==> src/rtl/core/rmbw_pkg.sv <==
// Shared constants for the rotate/mirror blit address walker.
package rmbw_pkg;

  // Field and register widths
  localparam int ADDR_W        = 32;
  localparam int STRIDE_W      = 17;
  localparam int ORIGIN_W      = 12;
  localparam int DIM_REG_W     = 13;
  localparam int ORIENT_W      = 3;
  localparam int DOFF_W        = 26;
  localparam int CFG_IDX_W     = 3;
  localparam int CFG_DATA_W    = 32;
  localparam int IN_TDATA_W    = 8;
  localparam int OUT_TDATA_W   = 64;
  localparam int PIXEL_BYTES   = 4;

  // Default parameter values
  localparam int MAX_DIM_DEF   = 4096;
  localparam int ADDR_BITS_DEF = 32;

  // Configuration register indices
  localparam logic [CFG_IDX_W-1:0] REG_SOURCE_BASE   = 3'd0;
  localparam logic [CFG_IDX_W-1:0] REG_SOURCE_STRIDE = 3'd1;
  localparam logic [CFG_IDX_W-1:0] REG_REGION_X      = 3'd2;
  localparam logic [CFG_IDX_W-1:0] REG_REGION_Y      = 3'd3;
  localparam logic [CFG_IDX_W-1:0] REG_REGION_WIDTH  = 3'd4;
  localparam logic [CFG_IDX_W-1:0] REG_REGION_HEIGHT = 3'd5;
  localparam logic [CFG_IDX_W-1:0] REG_ORIENTATION   = 3'd6;

  // Register reset values
  localparam logic [ADDR_W-1:0]    RST_SOURCE_BASE   = '0;
  localparam logic [STRIDE_W-1:0]  RST_SOURCE_STRIDE = 17'd4096;
  localparam logic [ORIGIN_W-1:0]  RST_REGION_X      = '0;
  localparam logic [ORIGIN_W-1:0]  RST_REGION_Y      = '0;
  localparam logic [DIM_REG_W-1:0] RST_REGION_WIDTH  = 13'd1;
  localparam logic [DIM_REG_W-1:0] RST_REGION_HEIGHT = 13'd1;

  // Orientation codes
  localparam logic [ORIENT_W-1:0] ORI_NONE          = 3'd0;
  localparam logic [ORIENT_W-1:0] ORI_ROT90         = 3'd1;
  localparam logic [ORIENT_W-1:0] ORI_ROT180        = 3'd2;
  localparam logic [ORIENT_W-1:0] ORI_ROT270        = 3'd3;
  localparam logic [ORIENT_W-1:0] ORI_MIRROR        = 3'd4;
  localparam logic [ORIENT_W-1:0] ORI_MIRROR_ROT90  = 3'd5;
  localparam logic [ORIENT_W-1:0] ORI_MIRROR_ROT180 = 3'd6;
  localparam logic [ORIENT_W-1:0] ORI_MIRROR_ROT270 = 3'd7;

endpackage

==> src/rtl/core/rotate_mirror_blit_address_walker_top.sv <==
// Rotate/mirror blit address walker: source address and destination offset per pixel.
//
// Usage
//   Configuration: cfg_valid/cfg_index/cfg_data write one register per transfer;
//   cfg_ready is always high. Write only while the walker is idle.
//   Input: each transfer on in_* asks for the next destination pixel. in_tdata[0]
//   set restarts the walk at the first pixel; a walk also starts on its own after
//   reset and after the final pixel of the region.
//   Output: one transfer on out_* per input transfer, carrying the source byte
//   address and destination byte offset. out_tuser marks the end of a destination
//   row, out_tlast the final pixel of the region.
// Timing
//   Each pixel passes an input register, then the step adders into the output
//   register. Throughput is one pixel per clock while out_tready stays high, set
//   by the column/row step update of the walk state. The first-row address comes
//   from a registered stride product, so a new configuration is usable once that
//   product has been registered after its write.
// Reset and stalls
//   rst_n (synchronous, active low) restores register defaults and empties both
//   stages. When out_tready is low the result holds and in_tready drops once the
//   input register is also full.
module rotate_mirror_blit_address_walker_top #(
  parameter int MAX_DIM   = rmbw_pkg::MAX_DIM_DEF,
  parameter int ADDR_BITS = rmbw_pkg::ADDR_BITS_DEF
) (
  input  logic                                clk,
  input  logic                                rst_n,
  // configuration write channel
  input  logic                                cfg_valid,
  output logic                                cfg_ready,
  input  logic [rmbw_pkg::CFG_IDX_W-1:0]      cfg_index,
  input  logic [rmbw_pkg::CFG_DATA_W-1:0]     cfg_data,
  // input stream
  input  logic                                in_tvalid,
  output logic                                in_tready,
  input  logic [rmbw_pkg::IN_TDATA_W-1:0]     in_tdata,  // [0] restart, [7:1] zero
  // result stream
  output logic                                out_tvalid,
  input  logic                                out_tready,
  output logic [rmbw_pkg::OUT_TDATA_W-1:0]    out_tdata, // [31:0] source_address,
                                                         // [57:32] dest_offset, [63:58] zero
  output logic                                out_tuser, // [0] row_end
  output logic                                out_tlast  // last
);

  localparam int CNT_W  = (MAX_DIM > 1) ? $clog2(MAX_DIM) : 1;
  localparam int DIM_W  = $clog2(MAX_DIM + 1);
  localparam int DW     = (DIM_W > rmbw_pkg::DIM_REG_W) ? DIM_W : rmbw_pkg::DIM_REG_W;
  localparam int SW     = DW + 1;
  localparam int PW     = SW + rmbw_pkg::STRIDE_W;
  localparam int DOFF_W = rmbw_pkg::DOFF_W;
  localparam int AOUT_W = rmbw_pkg::ADDR_W;

  // Configuration registers
  logic [rmbw_pkg::ADDR_W-1:0]    base_r;
  logic [rmbw_pkg::STRIDE_W-1:0]  stride_r;
  logic [rmbw_pkg::ORIGIN_W-1:0]  reg_x_r;
  logic [rmbw_pkg::ORIGIN_W-1:0]  reg_y_r;
  logic [rmbw_pkg::DIM_REG_W-1:0] width_r;
  logic [rmbw_pkg::DIM_REG_W-1:0] height_r;
  logic [rmbw_pkg::ORIENT_W-1:0]  orient_r;

  assign cfg_ready = 1'b1;

  always_ff @(posedge clk) begin
    if (!rst_n) begin
      base_r   <= rmbw_pkg::RST_SOURCE_BASE;
      stride_r <= rmbw_pkg::RST_SOURCE_STRIDE;
      reg_x_r  <= rmbw_pkg::RST_REGION_X;
      reg_y_r  <= rmbw_pkg::RST_REGION_Y;
      width_r  <= rmbw_pkg::RST_REGION_WIDTH;
      height_r <= rmbw_pkg::RST_REGION_HEIGHT;
      orient_r <= rmbw_pkg::ORI_NONE;
    end else if (cfg_valid && cfg_ready) begin
      unique case (cfg_index)
        rmbw_pkg::REG_SOURCE_BASE:   base_r   <= cfg_data[rmbw_pkg::ADDR_W-1:0];
        rmbw_pkg::REG_SOURCE_STRIDE: stride_r <= cfg_data[rmbw_pkg::STRIDE_W-1:0];
        rmbw_pkg::REG_REGION_X:      reg_x_r  <= cfg_data[rmbw_pkg::ORIGIN_W-1:0];
        rmbw_pkg::REG_REGION_Y:      reg_y_r  <= cfg_data[rmbw_pkg::ORIGIN_W-1:0];
        rmbw_pkg::REG_REGION_WIDTH:  width_r  <= cfg_data[rmbw_pkg::DIM_REG_W-1:0];
        rmbw_pkg::REG_REGION_HEIGHT: height_r <= cfg_data[rmbw_pkg::DIM_REG_W-1:0];
        rmbw_pkg::REG_ORIENTATION:   orient_r <= cfg_data[rmbw_pkg::ORIENT_W-1:0];
        default: ;
      endcase
    end
  end

  // Region size saturated to 1..MAX_DIM
  logic [DW-1:0] w_cl;
  logic [DW-1:0] h_cl;
  logic [DW-1:0] w_ext;
  logic [DW-1:0] h_ext;

  always_comb begin
    w_ext = DW'(width_r);
    h_ext = DW'(height_r);
    if (w_ext == '0)              w_cl = DW'(1);
    else if (w_ext > DW'(MAX_DIM)) w_cl = DW'(MAX_DIM);
    else                          w_cl = w_ext;
    if (h_ext == '0)              h_cl = DW'(1);
    else if (h_ext > DW'(MAX_DIM)) h_cl = DW'(MAX_DIM);
    else                          h_cl = h_ext;
  end

  // Source corner of the first destination pixel
  logic [SW-1:0] sx_c;
  logic [SW-1:0] sy_c;
  logic [SW-1:0] x_far;
  logic [SW-1:0] y_far;

  assign x_far = SW'(reg_x_r) + SW'(w_cl) - SW'(1);
  assign y_far = SW'(reg_y_r) + SW'(h_cl) - SW'(1);

  always_comb begin
    unique case (orient_r) inside
      rmbw_pkg::ORI_ROT90, rmbw_pkg::ORI_MIRROR_ROT180: begin
        sx_c = SW'(reg_x_r);
        sy_c = y_far;
      end
      rmbw_pkg::ORI_ROT180, rmbw_pkg::ORI_MIRROR_ROT90: begin
        sx_c = x_far;
        sy_c = y_far;
      end
      rmbw_pkg::ORI_ROT270, rmbw_pkg::ORI_MIRROR: begin
        sx_c = x_far;
        sy_c = SW'(reg_y_r);
      end
      default: begin
        sx_c = SW'(reg_x_r);
        sy_c = SW'(reg_y_r);
      end
    endcase
  end

  // Registered row product and column part of the first-row address
  logic [PW-1:0]        prod_r;
  logic [ADDR_BITS-1:0] bx_r;

  always_ff @(posedge clk) begin
    prod_r <= PW'(sy_c) * PW'(stride_r);
    bx_r   <= ADDR_BITS'(base_r) + ADDR_BITS'({sx_c, 2'b00});
  end

  logic [ADDR_BITS-1:0] first_c;
  assign first_c = ADDR_BITS'(prod_r) + bx_r;

  // Step sizes within a row and between rows
  logic [ADDR_BITS-1:0] pix4;
  logic [ADDR_BITS-1:0] s4;
  logic [ADDR_BITS-1:0] sfull;
  logic [ADDR_BITS-1:0] col_step;
  logic [ADDR_BITS-1:0] row_incr;

  assign pix4  = ADDR_BITS'(rmbw_pkg::PIXEL_BYTES);
  assign s4    = ADDR_BITS'({stride_r[rmbw_pkg::STRIDE_W-1:2], 2'b00});
  assign sfull = ADDR_BITS'(stride_r);

  always_comb begin
    unique case (orient_r) inside
      rmbw_pkg::ORI_NONE, rmbw_pkg::ORI_MIRROR_ROT180:  col_step = pix4;
      rmbw_pkg::ORI_ROT180, rmbw_pkg::ORI_MIRROR:       col_step = ADDR_BITS'(0) - pix4;
      rmbw_pkg::ORI_ROT270, rmbw_pkg::ORI_MIRROR_ROT270: col_step = s4;
      default:                                          col_step = ADDR_BITS'(0) - s4;
    endcase
    unique case (orient_r) inside
      rmbw_pkg::ORI_NONE, rmbw_pkg::ORI_MIRROR:         row_incr = sfull;
      rmbw_pkg::ORI_ROT180, rmbw_pkg::ORI_MIRROR_ROT180: row_incr = ADDR_BITS'(0) - sfull;
      rmbw_pkg::ORI_ROT90, rmbw_pkg::ORI_MIRROR_ROT270: row_incr = pix4;
      default:                                          row_incr = ADDR_BITS'(0) - pix4;
    endcase
  end

  // Destination size: axes swap for the quarter-turn transforms
  logic [DW-1:0] dst_w;
  logic [DW-1:0] dst_h;
  assign dst_w = orient_r[0] ? h_cl : w_cl;
  assign dst_h = orient_r[0] ? w_cl : h_cl;

  // Input register and pipeline handshake
  logic item_v_r;
  logic restart_r;
  logic out_v_r;
  logic advance;

  assign advance   = item_v_r && (!out_v_r || out_tready);
  assign in_tready = !item_v_r || advance;

  always_ff @(posedge clk) begin
    if (!rst_n) begin
      item_v_r <= 1'b0;
    end else if (in_tready) begin
      item_v_r <= in_tvalid;
    end
  end

  always_ff @(posedge clk) begin
    if (in_tvalid && in_tready) begin
      restart_r <= in_tdata[0];
    end
  end

  // Walk state
  logic [CNT_W-1:0]     col_r;
  logic [CNT_W-1:0]     row_r;
  logic [ADDR_BITS-1:0] row_start_r;
  logic [ADDR_BITS-1:0] pix_r;
  logic [DOFF_W-1:0]    doff_r;
  logic                 active_r;

  logic                 start_c;
  logic [CNT_W-1:0]     cur_col;
  logic [CNT_W-1:0]     cur_row;
  logic [ADDR_BITS-1:0] cur_rs;
  logic [ADDR_BITS-1:0] cur_pix;
  logic [DOFF_W-1:0]    cur_doff;
  logic                 row_end_c;
  logic                 last_c;

  logic [CNT_W-1:0]     col_nxt;
  logic [CNT_W-1:0]     row_nxt;
  logic [ADDR_BITS-1:0] row_start_nxt;
  logic [ADDR_BITS-1:0] pix_nxt;
  logic [DOFF_W-1:0]    doff_nxt;
  logic                 active_nxt;

  always_comb begin
    // current pixel, taking a walk start into account
    start_c   = restart_r || !active_r;
    cur_col   = start_c ? '0 : col_r;
    cur_row   = start_c ? '0 : row_r;
    cur_rs    = start_c ? first_c : row_start_r;
    cur_pix   = start_c ? first_c : pix_r;
    cur_doff  = start_c ? '0 : doff_r;
    row_end_c = (SW'(cur_col) + SW'(1)) >= SW'(dst_w);
    last_c    = row_end_c && ((SW'(cur_row) + SW'(1)) >= SW'(dst_h));

    // next pixel
    col_nxt       = cur_col;
    row_nxt       = cur_row;
    row_start_nxt = cur_rs;
    pix_nxt       = cur_pix;
    doff_nxt      = cur_doff + DOFF_W'(rmbw_pkg::PIXEL_BYTES);
    active_nxt    = !last_c;
    if (last_c) begin
      doff_nxt = cur_doff;
    end else if (row_end_c) begin
      col_nxt       = '0;
      row_nxt       = cur_row + CNT_W'(1);
      row_start_nxt = cur_rs + row_incr;
      pix_nxt       = cur_rs + row_incr;
    end else begin
      col_nxt = cur_col + CNT_W'(1);
      pix_nxt = cur_pix + col_step;
    end
  end

  always_ff @(posedge clk) begin
    if (!rst_n) begin
      active_r <= 1'b0;
    end else if (advance) begin
      active_r <= active_nxt;
    end
  end

  always_ff @(posedge clk) begin
    if (advance) begin
      col_r       <= col_nxt;
      row_r       <= row_nxt;
      row_start_r <= row_start_nxt;
      pix_r       <= pix_nxt;
      doff_r      <= doff_nxt;
    end
  end

  // Output register
  logic [AOUT_W-1:0] out_src_r;
  logic [DOFF_W-1:0] out_doff_r;
  logic              out_row_end_r;
  logic              out_last_r;

  always_ff @(posedge clk) begin
    if (!rst_n) begin
      out_v_r <= 1'b0;
    end else if (advance) begin
      out_v_r <= 1'b1;
    end else if (out_tready) begin
      out_v_r <= 1'b0;
    end
  end

  always_ff @(posedge clk) begin
    if (advance) begin
      out_src_r     <= AOUT_W'(cur_pix);
      out_doff_r    <= cur_doff;
      out_row_end_r <= row_end_c;
      out_last_r    <= last_c;
    end
  end

  assign out_tvalid = out_v_r;
  assign out_tdata  = {(rmbw_pkg::OUT_TDATA_W - DOFF_W - AOUT_W)'(0), out_doff_r, out_src_r};
  assign out_tuser  = out_row_end_r;
  assign out_tlast  = out_last_r;

`ifndef ASSERT_OFF
  // the final pixel always closes a destination row
  a_last_ends_row: assert property (@(posedge clk) disable iff (!rst_n)
    out_v_r && out_last_r |-> out_row_end_r)
    else $error("last pixel without row end");

  // a walk ends exactly after its final pixel
  a_walk_ends: assert property (@(posedge clk) disable iff (!rst_n)
    advance && last_c |=> !active_r)
    else $error("walk still active after last pixel");

  a_walk_runs: assert property (@(posedge clk) disable iff (!rst_n)
    advance && !last_c |=> active_r)
    else $error("walk stopped before last pixel");

  // a new walk starts at destination offset zero
  a_start_offset: assert property (@(posedge clk) disable iff (!rst_n)
    advance && start_c |=> out_doff_r == '0)
    else $error("walk start with nonzero destination offset");

  // destination offsets stay pixel aligned
  a_doff_aligned: assert property (@(posedge clk) disable iff (!rst_n)
    out_v_r |-> out_doff_r[1:0] == 2'b00)
    else $error("destination offset not pixel aligned");
`endif

endmodule
==> config.mk <==
export PLATFORM = sky130hd
export DESIGN_NAME = rotate_mirror_blit_address_walker_top
export DESIGN_NICKNAME = d
export VERILOG_FILES = /design/src/rtl/core/rmbw_pkg.sv /design/src/rtl/core/rotate_mirror_blit_address_walker_top.sv
export SDC_FILE = /design/constraint.sdc
export NUM_CORES = 2
export LEC_CHECK = 0
export BUFFER_PORTS_ARGS = -buffer_cell sky130_fd_sc_hd__buf_2
export CAP_MARGIN = 5
export CORE_ASPECT_RATIO = 1.25
export CORE_UTILIZATION = 40
export DETAILED_ROUTE_END_ITERATION = 6
export PLACE_DENSITY_LB_ADDON = 0.15
export SYNTH_ARGS = -nofsm -noshare
export SYNTH_HDL_FRONTEND = slang
export SYNTH_SLANG_ARGS = --single-unit
==> constraint.sdc <==
create_clock -name clk -period 12.83 [get_ports clk]
set_clock_uncertainty 0.1 [all_clocks]
set_input_delay 2.566 -clock clk [delete_from_list [all_inputs] [get_ports clk]]
set_output_delay 2.566 -clock clk [all_outputs]
set_load 0.005 [all_outputs]
* Yosys cells after proc, flatten, opt, wreduce, memory -nomap -nowiden *
Index checks and enable logic that the tools add are counted.

word-level totals
  bits in registers = 343
  bits of input ports = 48
  output and inout port bits = 69
  logic and storage cells = 111

operators by class
  add/subtract/negate cells = 15
  multiply operators = 1
  $lt $le $gt $ge = 4
  eq/ne operators = 13
  multiplexer cells = 26
  reduce and logical (&&, ||, !) cells = 30

operators with widths
  kind                                                    number
  two-way mux 32 bit                                      6
  one-hot mux 32 bit (3 select lines)                     2
  two-way mux 13 bit                                      6
  two-way mux 12 bit                                      6
  adder 32 bit                                            2
  two-way mux 26 bit                                      2
  subtractor 1 x 17 -> 18 bit (first input constant)      2
  adder 31 x 32 -> 32 bit                                 1
  adder 32 x 16 -> 32 bit                                 1
  multiplier 14 x 17 -> 31 bit                            1
  adder 12 x 13 -> 14 bit                                 2
  two-way mux 14 bit                                      2
  subtractor 14 x 1 -> 14 bit (second input constant)     2
  adder 12 x 1 -> 13 bit (second input constant)          2
  adder 26 x 3 -> 26 bit (second input constant)          1
  >= comparator 13 bit                                    2
  greater-than comparator 13 bit (second input constant)  2
  logical NOT 13 bit                                      2
  adder 12 x 1 -> 12 bit (second input constant)          2
  equality test 3 bit (second input constant)             7
  AND reduction 2 bit                                     7
  equality test 3 x 2 -> 1 bit (second input constant)    4
  OR reduction 2 bit                                      6
  OR reduction 4 bit                                      2
  7 further kinds                                         17

* Longest topological paths before layout *
  depth in word-level cells = 7
  gate-level depth with buffers = 40
  depth with buffers taken out = 40

* Worst setup path after synthesis *
OpenSTA, ideal clock, no wires.

  path kind = input-to-reg
  from = input port out_tready
  to = register col_r[0], enable pin
  library setup time = 0.726 ns
  arrival = 10.215 ns
  data required time = 12.004 ns
  path slack = 1.789 ns
  stages = 2
  buffers on the path = 0
  cell sequence = nor2b_1 nor2b_1

between the ends
  cells in the longest elaborated chain, start to end = 2

RTL lines
  element                 line                                          text
  start: declaration      rotate_mirror_blit_address_walker_top.sv:39   input logic out_tready,
  logical OR 1 bit        rotate_mirror_blit_address_walker_top.sv:185  assign advance = item_v_r && (!out_v_r || out_tready);
  logical AND 1 bit       rotate_mirror_blit_address_walker_top.sv:185
  net advance             rotate_mirror_blit_address_walker_top.sv:183  logic advance;
  end signal: assignment  rotate_mirror_blit_address_walker_top.sv:267  col_r <= col_nxt;
  end: declaration        rotate_mirror_blit_address_walker_top.sv:203  logic [CNT_W-1:0] col_r;

The timed path passes the listed nets, and every way through them passes these cells.
A chain may end at the register's enable or synchronous reset.

* Final worst setup path *
  from = register height_r, in the netlist h_ext[12]
  to = register prod_r[30]

between the ends
  cells in the longest elaborated chain, start to end = 7

RTL lines
  element                         line                                          text
  start: declaration              rotate_mirror_blit_address_walker_top.sv:60   logic [rmbw_pkg::DIM_REG_W-1:0] height_r;
  start signal: assignment        rotate_mirror_blit_address_walker_top.sv:72   height_r <= rmbw_pkg::RST_REGION_HEIGHT;
  start signal: assignment        rotate_mirror_blit_address_walker_top.sv:81   rmbw_pkg::REG_REGION_HEIGHT: height_r <= cfg_data[rmbw_pkg::DIM_REG_W-1:0];
  greater-than comparator 13 bit  rotate_mirror_blit_address_walker_top.sv:101  else if (h_ext > DW'(MAX_DIM)) h_cl = DW'(MAX_DIM);
  two-way mux 13 bit              rotate_mirror_blit_address_walker_top.sv:101
  two-way mux 13 bit *            rotate_mirror_blit_address_walker_top.sv:100  if (h_ext == '0) h_cl = DW'(1);
  adder 12 x 13 -> 14 bit *       rotate_mirror_blit_address_walker_top.sv:112  assign y_far = SW'(reg_y_r) + SW'(h_cl) - SW'(1);
  subtractor 14 x 1 -> 14 bit *   rotate_mirror_blit_address_walker_top.sv:112
  two-way mux 14 bit *            rotate_mirror_blit_address_walker_top.sv:115  unique case (orient_r) inside
  multiplier 14 x 17 -> 31 bit *  rotate_mirror_blit_address_walker_top.sv:140  prod_r <= PW'(sy_c) * PW'(stride_r);
  end signal: assignment          rotate_mirror_blit_address_walker_top.sv:140
  end: declaration                rotate_mirror_blit_address_walker_top.sv:136  logic [PW-1:0] prod_r;

Every way passes the cells marked *; elsewhere a longest branch is shown, timed or not.

==> impl_metrics.toml <==
[run_status]
status = "finished clean"

[cells_and_area]
multi_input_area_um2 = 21300
ff_latch_area_um2 = 8500
syn_to_final_growth_pct = 8.89
final_cell_area_um2 = 34600
drive_above_1_share_pct = 8.02
fin_cells = 4806
n_fill_cell = 7903
antenna_cells = 0
finalNetCount = 4240

[drt]
drc = 0
drt_iter0_markers = 1598
via_per_inst = 5.54
route.vias.total = 26648
firstDrtPassIters = 5
wl_um = 95800
wl_per_cell_um = 19.9
ant_nets = 0

[floorplan]
ios = 117
num_rows = 115
fp.dieH_um = 317
die_area_um2 = 80600
start_util_pct = 40.4
core_um2 = 78700
die-width_um = 254

[placed_design]
place_hpwl_um = 71600
port_buffers = 100
place_area_um2 = 33300
dp_slack_ns = 2.79
place.gp.congestion = 0.908
dpl.cell_count = 4735

[grt]
first_global_vias = 26065
grt_pass1_wl_um = 150000
antenna_found_initial = 3
grt_usage_pct = 24.1
grt_max_degree = 168
globalRoute.totalOverflow = 0

[timing]
worst_slew_pin_slew_ns = 1.16
finalSetupTns_ns = 0
slew_headroom_pct = 21.4
slew_violations = 0
hold_viol = 0
fin_hold_ws_ns = 0.301
finalCriticalPeriod_ns = 10.07
fin_crit_sh_pct = 78.5
setup_viol = 0
setup_ws_ns = 2.76
max_freq_ghz = 0.0993
rsz0062_at_grt = "false"

[critical_path]
cp_common_cell = "fa_1"
max_stage_delay_ns = 0.55
reg2reg_slack_ns = 2.76
path_delay_family = "adder cells"
worstSetupEndpointType = "flip-flop"
critPathArrivalTime_ns = 10.50
cp_max_fo = 26
critPathSlowestCell = "fa_1"
critPathLaunchType = "flip-flop"
critical_path_class = "flip-flop to flip-flop"
path_buf_inv = 8
cp.required_ns = 13.26

[synth]
async_flop_share_pct = 0
syn_area_per_cell_um2 = 8.51
syn-cell-area_um2 = 31800
syn_inst = 3735
synth_cell_types = 83
yosysWarnings = 0
ys_ff_latch = 339
ys_seq_area_share_pct = 26.7
synth_edf_count = 171
ys.flop_type = "edfxtp_1"

[clocking]
cts_max_level = 2
cts_tree = "built"
post_cts_buffers = 0
clock_sinks = 339
cts-resized-gates = 0
clock_latency_ns = 0.61
clk_path_buf_depth = 3
cts-root-buf = "clkbuf_16"
ctsHoldBuffers = 0
clkTransAtPathRegs_ns = 0.07
cts_buffers = 40

[pwr]
power.switching_mw = 1.08
p_leak_nw = 15.3
powerDensity_nw_per_um2 = 94.1
switching_share_pct = 33.2
internal_power_mw = 2.18
pwr-share-comb_pct = 25.4
seq_power_share_pct = 38.6
p_clk_share_pct = 36.0
peakVddDrop_uv = 95.7

[min_path]
hold_path_class = "flip-flop to flip-flop"

[job]
cap_viol_max_count = 0
==> path summary, 6_finish.rpt <==
kind,startpoint,endpoint,cells after the start
worst max-delay path,h_ext[12],prod_r[30],34
worst min-delay path,base_r[0],bx_r[0],0
worst max register to register,h_ext[12],prod_r[30],34
worst min register to register,base_r[0],bx_r[0],0
==> sequential cells by signal, summed over array words and instances (netlist names), 17 cells and up <==
signal	count
bx_r	32
pix_r	32
row_start_r	32
prod_r	31
stride_r	17
base_r	32
doff_r	24
out_doff_r	24
out_src_r	32
==> stage by stage <==
step | power, mW | util [%]
after floorplan | 1.85 | -
after global placement | 2.10 | 42.3
after detailed placement | 2.11 | 42.3
after CTS | 3.29 | 44.0
after global routing | 3.41 | 44.0
final | 3.26 | 44.0
==> power groups by stage <==
stage	Combinational (mW)	Clock (mW)	Sequential [mW]
finish	0.828	1.17	1.26
detailed placement	0.825	0	1.28
CTS	0.830	1.20	1.26
global placement	0.819	0	1.28
global route	0.912	1.24	1.26
floorplan	0.576	0	1.28
==> synth_stat cells, types with 36 or more instances <==
library cell,instances,area [um^2]
o21a_1,36,270
xor2_1,63,552
edfxtp_1,171,5130
a31oi_1,59,369
xnor2_1,122,1070
ha_1,285,3570
and2_1,65,407
clkbuf_1,175,657
a21oi_1,186,931
nand3_1,127,636
nor2_1,237,890
a21boi_0,102,766
nand2_1,611,2290
fa_1,183,3660
nor3_1,65,325
o21ai_0,90,450
dfxtp_1,168,3360
a21o_1,92,691
inv_1,324,1220
==> layout make-up <==
| cell class | count | share of cell area (%) |
|---|---|---|
| Clock inverter | 26 | 0.730 |
| Sequential cell | 339 | 24.6 |
| Clock buffer | 45 | 3.07 |
| Inverter | 326 | 3.54 |
| Timing Repair Buffer | 156 | 2.70 |
| Tap cell | 1053 | 3.81 |
| Multi-Input combinational cell | 2861 | 61.6 |
==> cells in the final DEF (no fill, tap or decap), types with 25 or more instances in the layout <==
master	instances
a211oi_1	25
a21boi_0	102
a21o_1	92
a21oi_1	184
a311oi_1	31
a31oi_1	58
and2_1	65
and3_1	31
buf_2	100
buf_4	55
clkbuf_16	42
dfxtp_1	167
edfxtp_1	171
fa_1	183
ha_1	284
inv_1	324
mux2_2	25
nand2_1	611
nand3_1	127
nand4_1	33
nor2_1	236
nor2b_1	30
nor3_1	63
o211ai_1	26
o21a_1	36
o21ai_0	90
xnor2_1	122
xor2_1	63
==> logic make-up (layout without fill, tap and decap cells) <==
| kind of cell | after synthesis | in the layout | share of synthesized area (%) |
|---|---|---|---|
| compound gates | 833 | 833 | 18.2 |
| xor+xnor | 186 | 186 | 5.17 |
| fa+ha+maj | 468 | 468 | 22.7 |
| mux | 51 | 51 | 1.72 |
| other cells | 2 | 9 | 0.0236 |
| simple gates | 1314 | 1314 | 18.7 |
| buf+inv | 542 | 553 | 6.63 |
| flops | 339 | 339 | 26.7 |
==> routing by layer <==
metal | vias to the layer above | GRT usage (%) | share of wire, % | routed length (um)
li1 | 12953 | - | - | -
met1 | 12925 | 30.2 | 43 | 41000
met2 | 601 | 42.3 | 49 | 47200
met3 | 169 | 2.37 | 3.8 | 3630
met4 | 0 | 9.53 | 4.2 | 3980
met5 | - | 0 | 0 | 0
(Power assumes the default switching activity.)
